`src/gkc_div.sv`:
```
`default_nettype none

module gkc_div #(
    parameter int NUM_W  = 32,
    parameter int DEN_W  = 16,
    parameter int SIDE_W = 1
) (
    input  wire logic              i_clk,
    input  wire logic              i_rst_n,
    input  wire logic              i_en,
    input  wire logic              i_valid,
    input  wire logic [NUM_W-1:0]  i_num,
    input  wire logic [DEN_W-1:0]  i_den,
    input  wire logic [SIDE_W-1:0] i_side,
    output logic                   o_valid,
    output logic [NUM_W-1:0]       o_quo,
    output logic [SIDE_W-1:0]      o_side
);

    // one quotient bit per stage, remainder and dividend/quotient shift word
    logic [DEN_W-1:0]  r_rem  [NUM_W];
    logic [NUM_W-1:0]  r_nq   [NUM_W];
    logic [SIDE_W-1:0] r_side [NUM_W];
    logic [NUM_W-1:0]  r_vld;

    for (genvar s = 0; s < NUM_W; s++) begin : g_stage
        logic [DEN_W-1:0]  rem_in;
        logic [NUM_W-1:0]  nq_in;
        logic [SIDE_W-1:0] side_in;
        logic              vld_in;
        logic [DEN_W:0]    trial;
        logic [DEN_W:0]    diff;
        logic              ge;
        logic [DEN_W-1:0]  n_rem;
        logic [NUM_W-1:0]  n_nq;

        if (s == 0) begin : g_first
            assign rem_in  = '0;
            assign nq_in   = i_num;
            assign side_in = i_side;
            assign vld_in  = i_valid;
        end else begin : g_next
            assign rem_in  = r_rem[s-1];
            assign nq_in   = r_nq[s-1];
            assign side_in = r_side[s-1];
            assign vld_in  = r_vld[s-1];
        end

        always_comb begin
            trial = {rem_in, nq_in[NUM_W-1]};
            diff  = trial - {1'b0, i_den};
            ge    = (trial >= {1'b0, i_den});
            n_rem = ge ? diff[DEN_W-1:0] : trial[DEN_W-1:0];
            n_nq  = {nq_in[NUM_W-2:0], ge};
        end

        always_ff @(posedge i_clk) begin
            if (!i_rst_n) begin
                r_vld[s] <= 1'b0;
            end else if (i_en) begin
                r_vld[s] <= vld_in;
            end
        end

        always_ff @(posedge i_clk) begin
            if (i_en) begin
                r_rem[s]  <= n_rem;
                r_nq[s]   <= n_nq;
                r_side[s] <= side_in;
            end
        end
    end

    assign o_valid = r_vld[NUM_W-1];
    assign o_quo   = r_nq[NUM_W-1];
    assign o_side  = r_side[NUM_W-1];

endmodule

`default_nettype wire

```
`config.mk`:
```
export PLATFORM = sky130hd
export DESIGN_NAME = gkc_div
export DESIGN_NICKNAME = d
export VERILOG_FILES = /design/src/gkc_div.sv
export SDC_FILE = /design/constraint.sdc
export NUM_CORES = 2
export LEC_CHECK = 0
export BUFFER_PORTS_ARGS = -buffer_cell sky130_fd_sc_hd__buf_2
export CAP_MARGIN = 40
export CORE_MARGIN = 2
export CORE_UTILIZATION = 68
export DETAILED_ROUTE_END_ITERATION = 8
export GPL_ROUTABILITY_DRIVEN = 0
export GPL_TIMING_DRIVEN = 0
export PLACE_DENSITY = 0.83
export SLEW_MARGIN = 15
export SYNTH_ARGS = -nofsm -noshare
export SYNTH_HDL_FRONTEND = slang
export SYNTH_SLANG_ARGS = --single-unit
```
`constraint.sdc`:
```
create_clock -name i_clk -period 11.9 [get_ports i_clk]
set_clock_uncertainty 0.1 [all_clocks]
set_input_delay 3.57 -clock i_clk [delete_from_list [all_inputs] [get_ports i_clk]]
set_output_delay 3.57 -clock i_clk [all_outputs]
set_load 0.1 [all_outputs]
```
==> reports/results.txt <==
status = finished, final reports clean
Logic pwr share = 38.9%
Synth Register Bits = 1584
CP endpoint kind = flip-flop
worst r2r path cells = 11
routed vias = 45226
leakage power = 31.1 nW
Worst Hold Class = flip-flop to flip-flop
Final Hold Viols = 0
top-area cell type share of the netlist area = 62.3%
Slew HR = 41.2%
vias in the first global route = 45052
r2r endpoint = r_rem[0][225]$_DFFE_PP_
Post-synth top cells = edfxtp_1 (1552), ha_1 (498), a21oi_1 (342), nor2_1 (328), nand2_1 (286)
Post-Synthesis Cell Area = 0.0748 sq mm
die width = 336 microns
syn_nets = 5937
Syn Inst Count = 5356
H-tree depth reported by CTS = 4
CP peak stage delay = 460 ps
GRT Resource Usage Total = 26.4%
FF-to-FF Start = r_rem[0][208]$_DFFE_PP_
pwr dens = 267 mW/mm^2
Die Area = 0.113 sq mm
layout cells sized above 1 = 12.0%
CP cell instances = buf_4, buf_16, clkbuf_1, inv_4, ha_1, nor2b_1, o21a_1, o21ai_0, a21oi_1, a31oi_1, o21ai_0, a21boi_0, buf_2, buf_1, o21ai_0
met1 Use GR = 34.7%
critical path required time = 12310 ps
leading area contributor after synthesis = edfxtp_1
minimum clock period = 7930 ps
Final Util = 76.0%
DRT Pass-1 Iters = 7
Clock Latency Late Sink = 780 ps
number of antenna violations at the first check in global routing = 1
Net Sw Frac = 33.7%
Placeable Area = 0.109 sq mm
Starting DRT DRC Count = 4480
Routed WL = 148000 microns
final instance area = 0.0828 sq mm
Worst setup SP type = input pin
hold path startpoint = r_nq[3][57]$_DFFE_PP_
post-cts sizing count = 0
CTS Root Cell = clkbuf_16
ys flop type = edfxtp_1
die height = 336 microns
fillcell total = 6442
WP depth = 15
Hold Path End = r_nq[3][90]$_DFFE_PP_
port bufs = 86
clock share of power = 22.8%
row count = 121
Yosys cell types = 84
Area after DPL = 0.0775 sq mm
NetSw = 7.45 mW
CTS tree = built
Post-synth EDFFs = 1552
measured slew at the worst slew-check pin = 882 ps
Crit path top cell by count = o21ai_0
setup TNS = 0 ps
worst hold path depth = 0
Final Max Slew Viols = 0
Worst path top cell family by delay = buffers and inverters
R2R Setup Slk = 8010 ps
post-route ant nets = 0
setup violators final = 0
critical path class = input pin to flip-flop
GR Layer Usage met3 = 3.99%
crit-path max FO = 33
most common cell in the netlist = edfxtp_1
post-CTS setup buffers = 0
Avg Vias per Cell = 6.31
pin count of the biggest net entering global routing = 171
Ports = 87
GR Util met2 = 44.2%
area grow syn2layout = 10.7%
max-cap violations = 0
Synth area leaders = edfxtp_1 (62%), ha_1 (8.3%), mux2_2 (3.8%)
Initial Utilization = 68.7%
CP max-delay cell = ha_1
deepest clock path buffer count = 3
grt ovf = 0
global-route wire length before repair = 234000 microns
CTS Hold Bufs = 0
RSZ-0062 raised after global routing = no
crit share post-route = 66.6%
f_max = 126 MHz
clk sinks = 1584
Critical Path AT = 8340 ps
GRT Max-Usage Layer = met2
Final HPWL DP = 89700 microns
fin nets = 6202
CTS Buf Count = 158
worst vdd ir = 0.000157 V
Sequential Power Share = 38.3%
Ys Warns = 0
P_int = 14.6 mW
worst path buffer plus inverter count = 6
sequential-to-total area share from yosys stat = 63.1%
Syn Area/Cell = 14.0 sq um
asr flop ratio synth = 0%
worst hold slack = 289 ps
WL/cell = 20.6 microns
clock slew at reported path FFs = 60 ps
DRC viols = 0
[power groups by stage]
stage	Clock, mW	Sequential (mW)	Combinational, mW
6_report	5.04	8.46	8.59
5_1_grt	5.35	8.55	9.44
4_1_cts	5.13	8.44	8.45
3_5_place_dp	0	8.53	8.27
3_3_place_gp	0	8.74	7.94
2_1_floorplan	0	8.33	6.52
[placed cells by master (no fill, tap or decap), types with 24 or more instances in the layout]
master | Yosys | layout
edfxtp_1 | 1552 | 1552
xor2_1 | 132 | 132
a211oi_1 | 25 | 25
fa_1 | 30 | 30
nand2_1 | 286 | 286
and3_1 | 25 | 25
or3_1 | 24 | 24
nor4_1 | 28 | 28
nor2_1 | 328 | 328
clkinv_1 | 0 | 38
ha_1 | 498 | 498
mux2_2 | 255 | 255
nand3_1 | 70 | 70
o31ai_1 | 36 | 36
o21bai_1 | 26 | 26
a21boi_0 | 35 | 35
a21o_1 | 96 | 96
clkbuf_16 | 0 | 160
o21a_1 | 76 | 76
xnor2_1 | 208 | 208
a21oi_1 | 342 | 342
nand2b_1 | 62 | 62
buf_2 | 26 | 109
nor3_1 | 84 | 84
inv_1 | 183 | 168
clkbuf_1 | 36 | 67
mux2i_1 | 74 | 74
nor2b_1 | 124 | 124
o21ai_0 | 282 | 282
dfxtp_1 | 32 | 32
nand4_1 | 57 | 57
o31a_1 | 30 | 30
a31oi_1 | 36 | 36
[routing by layer]
| layer | routed length, microns | vias up | share of wire, % |
|---|---|---|---|
| met4 | 6220 | 0 | 4.2 |
| li1 | - | 21072 | - |
| met2 | 71700 | 1875 | 48 |
| met5 | 0 | - | 0 |
| met1 | 60100 | 21846 | 41 |
| met3 | 9980 | 433 | 6.7 |
[state kept, by name, indices dropped and copies added (netlist names)]
name            cells
o_valid             1
r_nq             1024
r_rem             496
r_side             32
g_stage.vld_in     31
[kinds of logic after synthesis]
| logic type | count (synthesis) | synth area share [%] |
|---|---|---|
| AND/OR/NAND/NOR | 1157 | 7.48 |
| XOR/XNOR | 340 | 3.98 |
| multiplexers | 341 | 5.04 |
| flip-flops | 1584 | 63.1 |
| buffers and inverters | 261 | 1.45 |
| AO/OA/AOI/OAI | 1145 | 9.78 |
| adder cells (fa/ha/maj) | 528 | 9.13 |
[stage by stage]
step / worst slack [ps] / cells / power (mW)
after detailed placement: 3380 / 6875 / 16.8
after global placement: -16260 / 6856 / 16.7
final: 3970 / 7169 / 22.1
after CTS: 4130 / 7168 / 22.0
after global routing: 3720 / 7168 / 23.3
after floorplan: 4720 / 5356 / 14.8
[how the worst max path moves through the flow]
stage / endpoint / slack (ps) / from
CTS: r_rem[0][30]$_DFFE_PP_ / 4130 / i_den[1]
detailed placement: r_rem[0][30]$_DFFE_PP_ / 3380 / i_den[1]
global route: r_rem[0][225]$_DFFE_PP_ / 3720 / i_den[1]
global placement: r_nq[7][120]$_DFFE_PP_ / -16260 / i_en
finish: r_rem[0][225]$_DFFE_PP_ / 3970 / i_den[1]
floorplan: r_rem[0][168]$_DFFE_PP_ / 4720 / i_den[1]
[layout make-up]
cell class / instances / area [sq um] / area share [%]
Antenna cell: 1 / 2.50 / 0.00302
Buffer: 78 / 402 / 0.485
Clock buffer: 191 / 4120 / 4.97
Clock inverter: 102 / 1170 / 1.41
Inverter: 183 / 712 / 0.859
Multi-Input combinational cell: 3511 / 26500 / 32.0
Sequential cell: 1584 / 47200 / 57.0
Tap cell: 1414 / 1770 / 2.14
Timing Repair Buffer: 105 / 912 / 1.10
[worst register-to-register path, cell delays in order (launching register included)]
cell	delay, ps
edfxtp_1	440
ha_1	330
nor2b_1	140
o21a_1	190
o21ai_0	370
a21oi_1	180
a31oi_1	450
o21ai_0	130
a21boi_0	370
buf_2	320
buf_1	460
o21ai_0	150
Power figures use the tool's default switching activity.
